File: src/lph_pkg.sv
// Shared types and codes for the linear probing hash table.
`default_nettype none
package lph_pkg;

  localparam int KEY_W    = 31;
  localparam int OP_W     = 2;
  localparam int STATUS_W = 2;
  localparam int SLOT_W   = 3;

  typedef logic [KEY_W-1:0]    key_t;
  typedef logic [OP_W-1:0]     op_t;
  typedef logic [STATUS_W-1:0] status_t;
  typedef logic [SLOT_W-1:0]   slot_t;

  // Operation codes.
  localparam op_t OP_INSERT = 2'd0;
  localparam op_t OP_DELETE = 2'd1;
  localparam op_t OP_SEARCH = 2'd2;

  // Status codes.
  localparam status_t ST_OK      = 2'd0;
  localparam status_t ST_FULL    = 2'd1;
  localparam status_t ST_MISSING = 2'd2;

  // One table entry as it sits in the slot memory.
  typedef struct packed {
    logic valid;
    key_t key;
  } entry_t;

endpackage
`default_nettype wire

File: src/lph_home.sv
// Home slot unit: key modulo the table size, masked or reduced four bits per cycle.
`default_nettype none
module lph_home #(
  parameter int TABLE_SIZE = 8
) (
  input  wire logic                          clk,
  input  wire logic                          rst,
  input  wire logic                          start,
  input  wire lph_pkg::key_t                 key,
  output logic                               done,
  output logic [$clog2(TABLE_SIZE)-1:0]      home
);
  import lph_pkg::*;

  localparam int  RW      = $clog2(TABLE_SIZE);
  localparam bit  IS_POW2 = ((TABLE_SIZE & (TABLE_SIZE - 1)) == 0);

  generate
    if (IS_POW2) begin : g_mask
      // A power of two reduces to the low bits of the key.
      always_ff @(posedge clk) begin
        if (rst) begin
          done <= 1'b0;
        end else begin
          done <= start;
        end
        if (start) begin
          home <= key[RW-1:0];
        end
      end
    end else begin : g_iter
      localparam int TW     = RW + 1;
      localparam int DIGITS = 4;
      localparam int STEPS  = (KEY_W + 1) / DIGITS;

      logic [KEY_W:0]               shreg;
      logic [$clog2(STEPS)-1:0]     cnt;
      logic                         busy;
      logic [RW-1:0]                rem_next;

      // Restoring reduction of four key bits, most significant first.
      always_comb begin
        logic [TW-1:0] t;
        rem_next = home;
        for (int i = 0; i < DIGITS; i++) begin
          t = {rem_next, shreg[KEY_W - i]};
          if (t >= TW'(TABLE_SIZE)) begin
            t = t - TW'(TABLE_SIZE);
          end
          rem_next = t[RW-1:0];
        end
      end

      always_ff @(posedge clk) begin
        if (rst) begin
          busy <= 1'b0;
          done <= 1'b0;
          cnt  <= '0;
        end else begin
          done <= 1'b0;
          if (start) begin
            busy <= 1'b1;
            cnt  <= '0;
          end else if (busy) begin
            cnt <= cnt + 1'b1;
            if (cnt == ($clog2(STEPS))'(STEPS - 1)) begin
              busy <= 1'b0;
              done <= 1'b1;
            end
          end
        end
        if (start) begin
          shreg <= {1'b0, key};
          home  <= '0;
        end else if (busy) begin
          shreg <= shreg << DIGITS;
          home  <= rem_next;
        end
      end
    end
  endgenerate

endmodule
`default_nettype wire

File: src/linear_probe_hash_table_core.sv
// Linear probing hash table: request sequencer around a single slot memory.
// Steps: accept, home slot (masked for a power-of-two table, else reduced iteratively),
//   one probe per slot visited (1 to TABLE_SIZE), then the result into the output register;
//   an unused operation code goes straight from accept to the result.
// Throughput: one item at a time, set by the probe loop through the slot memory; a new
//   request is taken only after the result is loaded, which waits on out_stall.
// Reset: synchronous; a clearing pass over every slot empties the memory, with
//   in_stall held high meanwhile.
`default_nettype none
module linear_probe_hash_table_core #(
  parameter int TABLE_SIZE = 8
) (
  input  wire logic               clk,
  input  wire logic               rst,
  input  wire logic               in_valid,
  output logic                    in_stall,
  input  wire lph_pkg::op_t       op,
  input  wire lph_pkg::key_t      key,
  output logic                    out_valid,
  input  wire logic               out_stall,
  output lph_pkg::status_t        status,
  output logic                    hit,
  output lph_pkg::slot_t          slot
);
  import lph_pkg::*;

  localparam int IW = $clog2(TABLE_SIZE);
  localparam int XW = (IW > SLOT_W) ? IW : SLOT_W;
  localparam logic [IW-1:0] LAST = IW'(TABLE_SIZE - 1);

  typedef enum logic [2:0] {S_CLEAR, S_IDLE, S_HOME, S_PROBE, S_RESULT} state_t;

  state_t        state;
  op_t           req_op;
  key_t          req_key;
  logic [IW-1:0] cur_idx;
  logic [IW-1:0] cnt;
  logic [IW-1:0] nxt_idx;
  logic [XW-1:0] idx_ext;
  status_t       res_status;
  logic          res_hit;
  slot_t         res_slot;

  // Slot memory and its ports.
  entry_t        mem [TABLE_SIZE];
  entry_t        rd_q;
  entry_t        wr_data;
  logic [IW-1:0] rd_addr;
  logic [IW-1:0] wr_addr;
  logic          wr_en;

  logic          home_start;
  logic          home_done;
  logic [IW-1:0] home_idx;
  logic          found;
  logic          out_free;

  lph_home #(.TABLE_SIZE(TABLE_SIZE)) u_home (
    .clk   (clk),
    .rst   (rst),
    .start (home_start),
    .key   (key),
    .done  (home_done),
    .home  (home_idx)
  );

  assign in_stall   = (state != S_IDLE);
  assign home_start = (state == S_IDLE) && in_valid &&
                      ((op == OP_INSERT) || (op == OP_DELETE) || (op == OP_SEARCH));
  assign nxt_idx    = (cur_idx == LAST) ? '0 : cur_idx + 1'b1;
  assign idx_ext    = XW'(cur_idx);
  assign out_free   = !out_valid || !out_stall;

  // Probe condition on the entry just read.
  always_comb begin
    if (req_op == OP_INSERT) begin
      found = !rd_q.valid;
    end else begin
      found = rd_q.valid && (rd_q.key == req_key);
    end
  end

  // Memory address and write selection.
  always_comb begin
    rd_addr = cur_idx;
    wr_addr = cur_idx;
    wr_en   = 1'b0;
    wr_data = '0;
    unique case (state)
      S_CLEAR: begin
        wr_en = 1'b1;
      end
      S_HOME: begin
        rd_addr = home_idx;
      end
      S_PROBE: begin
        if (found) begin
          wr_en   = (req_op == OP_INSERT) || (req_op == OP_DELETE);
          wr_data = '{valid: (req_op == OP_INSERT), key: req_key};
        end else begin
          rd_addr = nxt_idx;
        end
      end
      default: begin
      end
    endcase
  end

  // Slot memory with a registered read port.
  always_ff @(posedge clk) begin
    if (wr_en) begin
      mem[wr_addr] <= wr_data;
    end
    rd_q <= mem[rd_addr];
  end

  // Request sequencer and output register.
  always_ff @(posedge clk) begin
    if (rst) begin
      state     <= S_CLEAR;
      cur_idx   <= '0;
      out_valid <= 1'b0;
    end else begin
      if (out_valid && !out_stall) begin
        out_valid <= 1'b0;
      end
      unique case (state)
        S_CLEAR: begin
          cur_idx <= nxt_idx;
          if (cur_idx == LAST) begin
            state <= S_IDLE;
          end
        end
        S_IDLE: begin
          if (in_valid) begin
            req_op     <= op;
            req_key    <= key;
            res_status <= ST_MISSING;
            res_hit    <= 1'b0;
            res_slot   <= '0;
            state      <= home_start ? S_HOME : S_RESULT;
          end
        end
        S_HOME: begin
          if (home_done) begin
            cur_idx <= home_idx;
            cnt     <= '0;
            state   <= S_PROBE;
          end
        end
        S_PROBE: begin
          if (found) begin
            res_status <= ST_OK;
            res_hit    <= (req_op != OP_INSERT);
            res_slot   <= idx_ext[SLOT_W-1:0];
            state      <= S_RESULT;
          end else if (cnt == LAST) begin
            res_status <= (req_op == OP_INSERT) ? ST_FULL : ST_MISSING;
            state      <= S_RESULT;
          end else begin
            cur_idx <= nxt_idx;
            cnt     <= cnt + 1'b1;
          end
        end
        S_RESULT: begin
          if (out_free) begin
            out_valid <= 1'b1;
            status    <= res_status;
            hit       <= res_hit;
            slot      <= res_slot;
            state     <= S_IDLE;
          end
        end
        default: begin
          state <= S_IDLE;
        end
      endcase
    end
  end

  // A reported hit always comes with a success status.
  a_hit_ok: assert property (@(posedge clk) disable iff (rst)
    out_valid && hit |-> status == ST_OK)
    else $error("hit reported without success status");

  // A failed request reports slot zero and no hit.
  a_fail_clean: assert property (@(posedge clk) disable iff (rst)
    out_valid && (status != ST_OK) |-> (slot == '0) && !hit)
    else $error("failed request carries slot or hit");

  // The memory is written only while clearing or at the end of a probe.
  a_write_when: assert property (@(posedge clk) disable iff (rst)
    wr_en |-> (state == S_CLEAR) || (state == S_PROBE))
    else $error("slot memory written outside clear or probe");

  // A new result comes only out of the result state.
  a_result_src: assert property (@(posedge clk) disable iff (rst)
    $rose(out_valid) |-> $past(state) == S_RESULT)
    else $error("result loaded from wrong state");

endmodule
`default_nettype wire

File: config.mk
export PLATFORM = sky130hd
export DESIGN_NAME = linear_probe_hash_table_core
export DESIGN_NICKNAME = d
export VERILOG_FILES = /design/src/lph_pkg.sv /design/src/lph_home.sv /design/src/linear_probe_hash_table_core.sv
export SDC_FILE = /design/constraint.sdc
export NUM_CORES = 1
export LEC_CHECK = 0
export ABC_CLOCK_PERIOD_IN_PS = 9200
export BUFFER_PORTS_ARGS = -buffer_cell sky130_fd_sc_hd__buf_2
export CAP_MARGIN = 20
export CORE_MARGIN = 2
export CORE_UTILIZATION = 66
export CTS_BUF_LIST = sky130_fd_sc_hd__clkbuf_16
export CTS_CLUSTER_SIZE = 24
export DETAILED_ROUTE_END_ITERATION = 10
export PLACE_DENSITY = 0.88
export SYNTH_ARGS = -nofsm -noshare
export SYNTH_HDL_FRONTEND = slang
export SYNTH_SLANG_ARGS = --single-unit
File: constraint.sdc
create_clock -name clk -period 9.2 [get_ports clk]
set_input_delay 1.38 -clock clk [delete_from_list [all_inputs] [get_ports clk]]
set_output_delay 1.38 -clock clk [all_outputs]
set_load 0.01 [all_outputs]
==> metrics.md, run 1 <==
| Metric | Value |
|---|---|
| Clock Path Buffers | `3` |
| Synth async-reset ratio | `0%` |
| CP Cell Sequence | `xnor2_1 > nand4_1 > or4_4 > or4_1 > nand3_4 > buf_12 > buf_4 > mux2_2 > nor2_1 > a211oi_2` |
| Core Area | `0.02023 mm^2` |
| First-pass iteration count of the detailed router | `5` |
| Initial Util | `67.26%` |
| Crit path largest cell delay | `0.76 ns` |
| Area grow syn2layout | `12.81%` |
| Die W | `147.6 um` |
| Hold WC Path Type | `reg2reg` |
| Antenna cell count | `0` |
| Clock Pin Slew Worst Setup and Hold Paths | `0.06 ns` |
| Fin util | `75.88%` |
| Largest cells by area after synthesis | `edfxtp_1 68%, dfxtp_1 5.9%, mux2i_1 5.1%, a211oi_2 2.8%, mux2_2 2.8%` |
| Post-synth top cells | `307 x edfxtp_1, 75 x nand2_1, 70 x mux2i_1` |
| Pins Over Slew Limit | `0` |
| Register bit count reported by yosys | `347` |
| PD cells | `348.9 mW/mm^2` |
| Top delay family on crit path | `simple AND/OR/NAND/NOR gates` |
| Std cell rows | `52` |
| Post_cts resized | `0` |
| GRT Util Overall | `27.08%` |
| Leak | `5.371 nW` |
| DIE AREA | `0.02179 mm^2` |
| Hold_buf cts | `0` |
| Yosys warning count | `0` |
| Crit-path max FO | `60` |
| DRC | `0` |
| Count leader, synth | `edfxtp_1` |
| TritonCTS clock tree | `yes` |
| Final TNS setup | `0 ns` |
| Period utilization | `48.11%` |
| Total clock sinks | `347` |
| Clk_skew | `0.01547 ns` |
| Nets | `933` |
| Synth unique cells | `48` |
| Min cycle time layout | `4.426 ns` |
| Worst-Skew Late Latency | `0.52 ns` |
| Die Height | `147.6 um` |
| Slew Limit Headroom | `24.19%` |
| Crit-path slowest cell | `buf_4` |
| Critical path launch point type | `flip-flop` |
| WL final | `29270 um` |
| Largest net degree at the start of global routing | `68` |
| Part of the Yosys area used for sequential elements | `73.62%` |
| Share of cells above drive strength 1 | `20.83%` |
| Prevailing post-synth register cell | `edfxtp_1` |
| Kind of critical path | `reg2reg` |
| Fmax | `225.9 MHz` |
| Routed wire length per instance | `24.66 um` |
| Outcome | `finished clean` |
| Postcts setup bufs | `0` |
| Total number of vias | `7631` |
| Post-synthesis cell area | `0.01361 mm^2` |
| Syn_nets | `880` |
| Max_cap viols | `0` |
| Slew @ Worst Pin | `1.137 ns` |
| Drt via density | `6.429` |
| Iter 0 DRT Violations | `619` |
| Syn Inst Count | `839` |
| CTS buffer count | `34` |
| Most area-hungry cell type in the Yosys netlist | `edfxtp_1` |
| Final setup violation count | `0` |
| VDD IR max | `0.2032 mV` |
| Buf/Inv on CP | `2` |
| Hold WS | `0.4223 ns` |
| First-pass GRT wire length | `44070 um` |
| Total grt overflow | `0` |
| Port buffer count | `44` |
| Average cell area after synthesis | `16.22 um^2` |
| Number of synthesized flops with an enable pin | `307` |
| H-Tree Depth | `2` |
| Root Buffer | `clkbuf_16` |
| I/O pin count | `45` |
| Hold Fails Final Rpt | `0` |
| Post-DRT Antenna Nets | `0` |
| Initial antenna violation count | `1` |
| RSZ-0062 raised after global routing | `false` |
| Worst Path Required | `9.55 ns` |
| CP Data Arrival Time | `4.77 ns` |
| Synth top area share | `67.73%` |
| HPWL after detailed placement | `16160 um` |
| Number of global-route vias before repair | `7644` |
| Critical Path Sink Type | `flip-flop` |
| GP Congestion | `0.8970` |
[through the flow]
stage	area, um^2	worst slack [ns]	cells	total power [mW]
finish	15350	4.774	1187	5.356
global placement	14050	4.681	1118	3.841
floorplan	13610	4.426	839	3.488
global route	15350	4.620	1187	5.555
detailed placement	14070	4.444	1119	3.914
CTS	15180	4.426	1180	5.303
[cell type report]
cell class,instances,area [um^2]
Clock inverter,26,225.2
Timing Repair Buffer,61,485.5
Inverter,6,22.52
Multi-Input combinational cell,442,3387
Tap cell,270,337.8
Sequential cell,347,10020
Clock buffer,35,875.8
Fill cell,1062,4881
[sequential cells by signal (all words and copies together), names as in the netlist, 2 cells and up]
| name | flops |
|---|---|
| mem | 256 |
| rd_q | 32 |
| req_key | 31 |
| cnt | 3 |
| cur_idx | 3 |
| res_slot | 3 |
| slot | 3 |
| state | 3 |
| u_home.home | 3 |
| req_op | 2 |
| res_status | 2 |
| status | 2 |
[worst paths after layout]
check / from / to / slack [ns] / depth (start not counted)
max: req_key[14] / rd_q[24] / 4.77 / 10
min: res_status[0] / status[0] / 0.42 / 0
max reg2reg: req_key[14] / rd_q[24] / 4.77 / 10
min reg2reg: res_status[0] / status[0] / 0.42 / 0
[power by group]
part | leakage [nW] | switching (mW) | internal, mW
clock | 0.552 | 0.571 | 0.804
sequential | 3.05 | 0.132 | 2.09
combinational | 1.77 | 1.06 | 0.695
total | 5.37 | 1.77 | 3.59
[metal layers]
metal / share of wire [%] / GRT usage [%]
met4: 3.7 / 10.67
met2: 50 / 45.40
met3: 7.7 / 4.568
met5: 0 / 0
met1: 39 / 35.98
[layout by cell type, fill, tap and decap left out, types with 3 or more instances in the layout]
cell and instances:
xor2_1 16, nor3_2 3, dfxtp_1 40, a21oi_1 6, nor2_4 7, o21ai_0 7
buf_4 9, xnor2_1 15, buf_2 44, nor3_1 10, buf_12 3, ha_1 4
a211oi_1 3, inv_1 10, bufinv_16 4, a32o_1 31, mux2i_1 70, nand4_1 6
nor2_1 49, clkinv_2 5, and3_1 32, buf_16 5, and2_1 4, clkinv_1 9
edfxtp_1 307, a21o_1 3, nand2_1 75, clkinvlp_4 3, mux2_2 34, a211oi_2 31
nand2b_1 3, nor4_1 4, clkbuf_16 35
[cell families after synthesis]
kind of cell    after synthesis  synth area share, %
flops                       347                73.62
xor+xnor                     31                1.995
buf+inv                      50                2.179
compound gates               94                6.720
fa+ha+maj                     4               0.3677
simple gates                209                7.161
mux                         104                7.961
[worst register-to-register path: cells and delay by family, from the launching register on]
kind                      cells  cell delay, ns
DFF                           1            0.42
xor gates and xnor gates      1            0.19
and+or+nand+nor               5            2.08
AOI/OAI and AO/OA             1            0.08
buffers and inverters         2            1.08
muxes                         1            0.42
No activity file was read; power rests on OpenSTA's default activity.
==> inputs of run 2 (changes only) <==
Settings changed: ABC_AREA set to 1, ABC_CLOCK_PERIOD_IN_PS 9200 to 4000, CORE_UTILIZATION 66 to 56, PLACE_DENSITY 0.88 to 0.8.
Clock period 9.2 ns to 4 ns, I/O delays scaled along.
==> run 2 against run 1 <==
Global-route usage decreased by 2.9 points. First-iteration DRC count grew 94%. Sequential share of layout area fell by 5.2 points. Critical path type unchanged.
==> metrics.md, run 2 <==
| Metric | Value |
|---|---|
| Root Buffer | `clkbuf_16` |
| Post-synth top cells | `377 x nand2_1, 307 x edfxtp_1, 285 x inv_1` |
| Clock Pin Slew Worst Setup and Hold Paths | `0.06 ns (about the same)` |
| H-Tree Depth | `2 (unchanged)` |
| Total grt overflow | `0 (unchanged)` |
| Worst-Skew Late Latency | `0.51 ns (about the same)` |
| Post-DRT Antenna Nets | `0 (unchanged)` |
| Buf/Inv on CP | `2 (unchanged)` |
| Leak | `7.417 nW (+38%)` |
| Synth async-reset ratio | `0% (unchanged)` |
| Drt via density | `5.461 (-15%)` |
| Storage element area | `0.01002 mm^2 (unchanged)` |
| Cell mode on critical path | `nand2_1` |
| Hold WS | `0.2714 ns (-0.1509 ns)` |
| Most area-hungry cell type in the Yosys netlist | `edfxtp_1` |
| CP Cell Sequence | `xnor2_1 > nand2_1 > nor2_1 > nand2_1 > nor2_1 > nand2_2 > a21oi_1 > inv_1 > o21ai_0 > nand2_1 > nor2_4 > buf_4` |
| Die W | `168.2 um (+14%)` |
| Fmax | `301.2 MHz (+33%)` |
| Slew @ Worst Pin | `0.8615 ns (-0.2756 ns)` |
| Crit-path max FO | `32 (-47%)` |
| Top delay family on crit path | `simple AND/OR/NAND/NOR gates` |
| Kind of critical path | `reg2reg` |
| Total number of vias | `10316 (+35%)` |
| Commonest non-fill, non-tap cell in the layout | `nand2_1` |
| PD cells | `715.1 mW/mm^2 (+100%)` |
| Post-Synth Simple-Gate Area | `20.82% (+14 points)` |
| First-pass GRT wire length | `53270 um (+21%)` |
| Total clock sinks | `347 (unchanged)` |
| Placed cells | `1828 (+63%)` |
| Min cycle time layout | `3.320 ns (-1.107 ns)` |
| Commonest cells after routing, fill and taps aside | `376 x nand2_1, 307 x edfxtp_1, 298 x inv_1, 258 x nand3_1, 66 x nor2_1` |
| CP Data Arrival Time | `3.46 ns (-1.31 ns)` |
| HPWL after detailed placement | `19040 um (+18%)` |
| Final setup violation count | `0 (unchanged)` |
| Worst Path Required | `4.14 ns (-5.41 ns)` |
| Area grow syn2layout | `10.52%` |
| Most flop-heavy register | `mem` |
| Biggest registers after layout | `mem x256, rd_q x32, req_key x31` |
| Outcome | `finished clean` |
| Crit-path slowest cell | `buf_4` |
| Number of synthesized flops with an enable pin | `307 (unchanged)` |
| Max_cap viols | `0 (unchanged)` |
| I/O pin count | `45 (unchanged)` |
| Largest net degree at the start of global routing | `129 (+90%)` |
| GRT Util Overall | `24.14% (-2.9 points)` |
| Main combinational cell family by area after synthesis | `simple AND/OR/NAND/NOR gates` |
| Post-synthesis cell area | `0.01511 mm^2 (+11%)` |
| Reg2Reg Setup Slack | `0.68 ns (-4.09 ns)` |
| Post-layout power | `11.94 mW (+120%)` |
| Core Area | `0.02673 mm^2 (+32%)` |
| Initial antenna violation count | `0 (-1)` |
| Largest cells by area after synthesis | `edfxtp_1 61%, nand2_1 9.4%, nand3_1 8.5%, inv_1 7.1%, dfxtp_1 5.3%` |
| Synth unique cells | `31 (-35%)` |
| Clk_skew | `0.02240 ns (+0.006925 ns)` |
| Xor/xnor cell area share of the yosys netlist | `1.450% (-0.55 points)` |
| Hold WC Path Type | `in2reg` |
| Iter 0 DRT Violations | `1203 (+94%)` |
| Crit path largest cell delay | `0.47 ns (-0.29 ns)` |
| Average cell area after synthesis | `10.14 um^2 (-37%)` |
| Fill cells | `1980 (+86%)` |
| Area of the multi-input gates | `0.003640 mm^2 (+7.5%)` |
| Routed wire length per instance | `17.73 um (-28%)` |
| DRC | `0 (unchanged)` |
| WL final | `33490 um (+14%)` |
| Slew Limit Headroom | `42.57% (+18 points)` |
| TritonCTS clock tree | `yes` |
| Fin util | `62.47% (-13 points)` |
| Pins Over Slew Limit | `0 (unchanged)` |
| Nets | `1564 (+68%)` |
| Std cell rows | `60 (+15%)` |
| Part of the Yosys area used for sequential elements | `66.33% (-7.3 points)` |
| Yosys warning count | `0 (unchanged)` |
| Largest register FFs | `256 (unchanged)` |
| Synth top area share | `61.03% (-6.7 points)` |
| Critical Path Sink Type | `flip-flop` |
| Register bit count reported by yosys | `347 (unchanged)` |
| Period utilization | `82.99% (+35 points)` |
| Number of global-route vias before repair | `10242 (+34%)` |
| Synth Area in Compound Gates | `0.9525% (-5.8 points)` |
| Finished Layout Cells | `1889 (+59%)` |
| Prevailing post-synth register cell | `edfxtp_1` |
| Die Height | `168.2 um (+14%)` |
| Postcts setup bufs | `0 (unchanged)` |
| First-pass iteration count of the detailed router | `7 (+2)` |
| Count leader, synth | `nand2_1` |
| Syn Inst Count | `1489 (+77%)` |
| Critical path launch point type | `flip-flop` |
| GP Congestion | `0.8408 (-6.3%)` |
| Hold_buf cts | `0 (unchanged)` |
| DIE AREA | `0.02830 mm^2 (+30%)` |
| Antenna cell count | `0 (unchanged)` |
| Final TNS setup | `0 ns (unchanged)` |
| Initial Util | `56.52% (-11 points)` |
| Post_cts resized | `0 (unchanged)` |
| VDD IR max | `0.4095 mV (+100%)` |
| Share of cells above drive strength 1 | `9.109% (-12 points)` |
| Port buffer count | `44 (unchanged)` |
| RSZ-0062 raised after global routing | `false` |
| Hold Fails Final Rpt | `0 (unchanged)` |
| Adder-Cell Fraction of Synth Area | `0.3313% (-0.036 points)` |
| Syn_nets | `1530 (+74%)` |
| Mux cell area share after synthesis | `0% (-8.0 points)` |
| Clock Path Buffers | `3 (unchanged)` |
| CTS buffer count | `34 (unchanged)` |
-- run 2: changes by cell type after synthesis, sizes merged, moves of 20 or more --
cell    change
buf        +20
mux2       -34
nor2       +20
mux2i      -70
a211oi     -31
nand3     +257
inv       +289
nand2     +306
and3       -33
a32o       -31
-- run 2: power by group --
part | switching, mW | internal [mW]
sequential | 0.250 | 4.76
clock | 1.28 | 1.73
combinational | 2.74 | 1.19
-- run 2: cell families (layout without fill, tap and decap cells) --
| kind of cell | Yosys count | in the layout |
|---|---|---|
| and+or+nand+nor | 727 | 727 |
| buffers and inverters | 361 | 420 |
| xor gates and xnor gates | 25 | 25 |
| AOI/OAI and AO/OA | 25 | 25 |
| adders and majority gates | 4 | 4 |
| DFF | 347 | 347 |
-- run 2: worst register-to-register path: cells and delay by family, from the launching register on --
family                 cells  cell delay [ns]
XOR/XNOR                   1             0.18
AO/OA/AOI/OAI              2             0.47
flip-flops                 1             0.40
AND/OR/NAND/NOR            7             1.19
buffers and inverters      2             0.69
-- run 2: worst paths after layout --
check / end / from / depth (start not counted)
setup / recovery: mem[7][17] / req_key[18] / 12
hold / removal: req_key[7] / key[7] / 1
hold reg to reg: status[1] / res_status[1] / 0
setup reg to reg: mem[7][17] / req_key[18] / 12
-- run 2: metrics by stage --
step | setup slack [ns] | cell area [um^2]
after detailed placement | 0.7487 | 15640
after global routing | 0.4442 | 16690
after global placement | 0.9295 | 15620
final | 0.6805 | 16690
after floorplan | -0.1464 | 15110
after CTS | 0.7119 | 16690
-- run 2: cell type report --
type                            instances  area share [%]
Sequential cell                       347           60.02
Multi-Input combinational cell        781           21.80
Inverter                              294           6.610
Clock buffer                           37           5.546
Timing Repair Buffer                   65           2.713
Tap cell                              341           2.556
Clock inverter                         24          0.7569
-- run 2: layer usage --
layer  GRT usage, %  up-vias  part of all wire (%)
met1          31.40     4952                    40
met4          9.145        0                   2.9
met3          3.620       70                   7.7
met2          41.31      456                    50
li1               -     4838                     -
met5              0        -                     0
==> inputs of run 3 (changes only) <==
Settings changed: ABC_CLOCK_PERIOD_IN_PS 4000 to 3400, CORE_UTILIZATION 56 to 62, PLACE_DENSITY 0.8 to 0.83.
Clock period 4 ns to 3.4 ns, I/O delays scaled along.
==> run 3 against run 2 <==
Cell count decreased by 0.26%. Largest cell class unchanged. Total power increased by 19%. Worst hold slack got worse by 0.10 ns. Sequential power increased by 18%. Global-route usage increased by 3.0 points.
==> metrics.md, run 3 (same netlist as run 2, synthesis figures left out) <==
| Metric | Value |
|---|---|
| Placed Area | `0.01577 mm^2 (+0.82%)` |
| Clk_skew | `0.01891 ns (-0.003488 ns)` |
| Commonest cells after routing, fill and taps aside | `376 x nand2_1, 307 x edfxtp_1, 293 x inv_1, 258 x nand3_1, 66 x nor2_1` |
| GP Congestion | `0.8163 (-2.9%)` |
| Outcome | `finished clean` |
| DIE AREA | `0.02563 mm^2 (-9.5%)` |
| Largest register FFs | `256 (unchanged)` |
| Post-DRT Antenna Nets | `0 (unchanged)` |
| RSZ-0062 raised after global routing | `false` |
| Worst-Skew Late Latency | `0.52 ns (about the same)` |
| Largest net degree at the start of global routing | `129 (unchanged)` |
| Kind of critical path | `reg2reg` |
| Total grt overflow | `0 (unchanged)` |
| Leak | `7.460 nW (+0.59%)` |
| Number of global-route vias before repair | `10234 (-0.078%)` |
| Clock Path Buffers | `3 (unchanged)` |
| VDD IR max | `0.5730 mV (+40%)` |
| Crit path largest cell delay | `0.40 ns (-0.07 ns)` |
| Crit-path max FO | `16 (-50%)` |
| Crit-path slowest cell | `edfxtp_1` |
| Top delay family on crit path | `simple AND/OR/NAND/NOR gates` |
| Port buffer count | `44 (unchanged)` |
| Post-layout power | `14.19 mW (+19%)` |
| DRC | `0 (unchanged)` |
| Clock Pin Slew Worst Setup and Hold Paths | `0.06 ns (about the same)` |
| Storage element area | `0.01002 mm^2 (unchanged)` |
| I/O pin count | `45 (unchanged)` |
| Antenna cell count | `0 (unchanged)` |
| Critical Path Sink Type | `flip-flop` |
| Die W | `160.1 um (-4.8%)` |
| Total clock sinks | `347 (unchanged)` |
| Initial antenna violation count | `0 (unchanged)` |
| Min cycle time layout | `3.087 ns (-0.2327 ns)` |
| Share of cells above drive strength 1 | `9.808% (+0.70 points)` |
| First-pass iteration count of the detailed router | `5 (-2)` |
| Max_cap viols | `0 (unchanged)` |
| Core Area | `0.02411 mm^2 (-9.8%)` |
| CP Data Arrival Time | `3.29 ns (-0.17 ns)` |
| Fill cells | `1660 (-16%)` |
| Hold WS | `0.1705 ns (-0.1009 ns)` |
| TritonCTS clock tree | `yes` |
| Worst Path Required | `3.61 ns (-0.53 ns)` |
| HPWL after detailed placement | `19420 um (+2.0%)` |
| Hold_buf cts | `0 (unchanged)` |
| Nets | `1575 (+0.70%)` |
| Total number of vias | `10341 (+0.24%)` |
| Initial Util | `62.66% (+6.1 points)` |
| Buf/Inv on CP | `2 (unchanged)` |
| Slew Limit Headroom | `52.58% (+10 points)` |
| Hold WC Path Type | `in2reg` |
| Period utilization | `90.79% (+7.8 points)` |
| Pins Over Slew Limit | `0 (unchanged)` |
| Routed wire length per instance | `18.13 um (+2.3%)` |
| GRT Util Overall | `27.19% (+3.0 points)` |
| Final setup violation count | `0 (unchanged)` |
| Die Height | `160.1 um (-4.8%)` |
| CP Cell Sequence | `xnor2_1 > nand2_1 > nor2_1 > nand2_1 > nor2_1 > nand2_2 > a21oi_1 > inv_1 > o21ai_0 > nand2_1 > nor2_4 > buf_12` |
| Root Buffer | `clkbuf_16` |
| Area of the multi-input gates | `0.003640 mm^2 (unchanged)` |
| Hold Fails Final Rpt | `0 (unchanged)` |
| Post_cts resized | `0 (unchanged)` |
| Biggest registers after layout | `mem x256, rd_q x32, req_key x31` |
| Drt via density | `5.489 (+0.51%)` |
| WL final | `34160 um (+2.0%)` |
| Final instance area | `0.01681 mm^2 (+0.71%)` |
| Cell mode on critical path | `nand2_1` |
| Iter 0 DRT Violations | `1215 (+1.0%)` |
| Slew @ Worst Pin | `0.7113 ns (-0.1502 ns)` |
| PD cells | `844.2 mW/mm^2 (+18%)` |
| Std cell rows | `57 (-5.0%)` |
| CTS buffer count | `35 (+2.9%)` |
| Most flop-heavy register | `mem` |
| Critical path launch point type | `flip-flop` |
| Commonest non-fill, non-tap cell in the layout | `nand2_1` |
| Fmax | `324.0 MHz (+7.5%)` |
| Area grow syn2layout | `11.31%` |
| Postcts setup bufs | `0 (unchanged)` |
| First-pass GRT wire length | `54100 um (+1.6%)` |
| H-Tree Depth | `2 (unchanged)` |
[run 3: changes by cell type in the layout (fill, tap and decap cells not counted)]
cell | before | now
buf_12 | 6 | 12
bufinv_16 | 1 | 0
inv_1 | 298 | 293
clkinvlp_4 | 0 | 2
buf_4 | 15 | 19
clkinv_2 | 4 | 5
clkinv_1 | 5 | 10
[run 3: final cells by class]
| class | count | area share (%) |
|---|---|---|
| clock buffer | 37 | 5.507 |
| tap | 324 | 2.411 |
| clock inverter | 26 | 0.6921 |
| inverter | 294 | 6.563 |
| sequential | 347 | 59.59 |
| timing repair buffer | 75 | 3.587 |
| multi-input combinational | 781 | 21.65 |
[run 3: where the power goes]
group,switching (mW),total [mW],internal [mW]
Clock,1.54,3.51,1.96
Combinational,3.29,4.78,1.50
Sequential,0.309,5.90,5.59
Total,5.14,14.2,9.05
[run 3: metrics by stage]
step           instances  util, %  setup TNS [ns]  worst slack, ns
2_1_floorplan       1489        -          -95.53          -0.7464
3_3_place_gp        1821    65.43               0           0.5102
3_5_place_dp        1821    65.43               0           0.4974
4_1_cts             1884    69.75               0           0.3851
5_1_grt             1884    69.75               0           0.1746
6_report            1884    69.75               0           0.3131
[run 3: final timing paths]
kind | start | depth (start not counted) | slack, ns | to
setup reg to reg | req_key[29] | 12 | 0.31 | mem[3][25]
setup / recovery | req_key[29] | 12 | 0.31 | mem[3][25]
hold reg to reg | res_slot[1] | 0 | 0.42 | slot[1]
hold / removal | key[20] | 1 | 0.17 | req_key[20]
[run 3: layer usage]
| layer | wire [um] | GRT usage (%) |
|---|---|---|
| met1 | 12910 | 35.53 |
| met2 | 16920 | 45.95 |
| met3 | 3105 | 4.104 |
| met4 | 1223 | 11.51 |
| met5 | 0 | 0 |
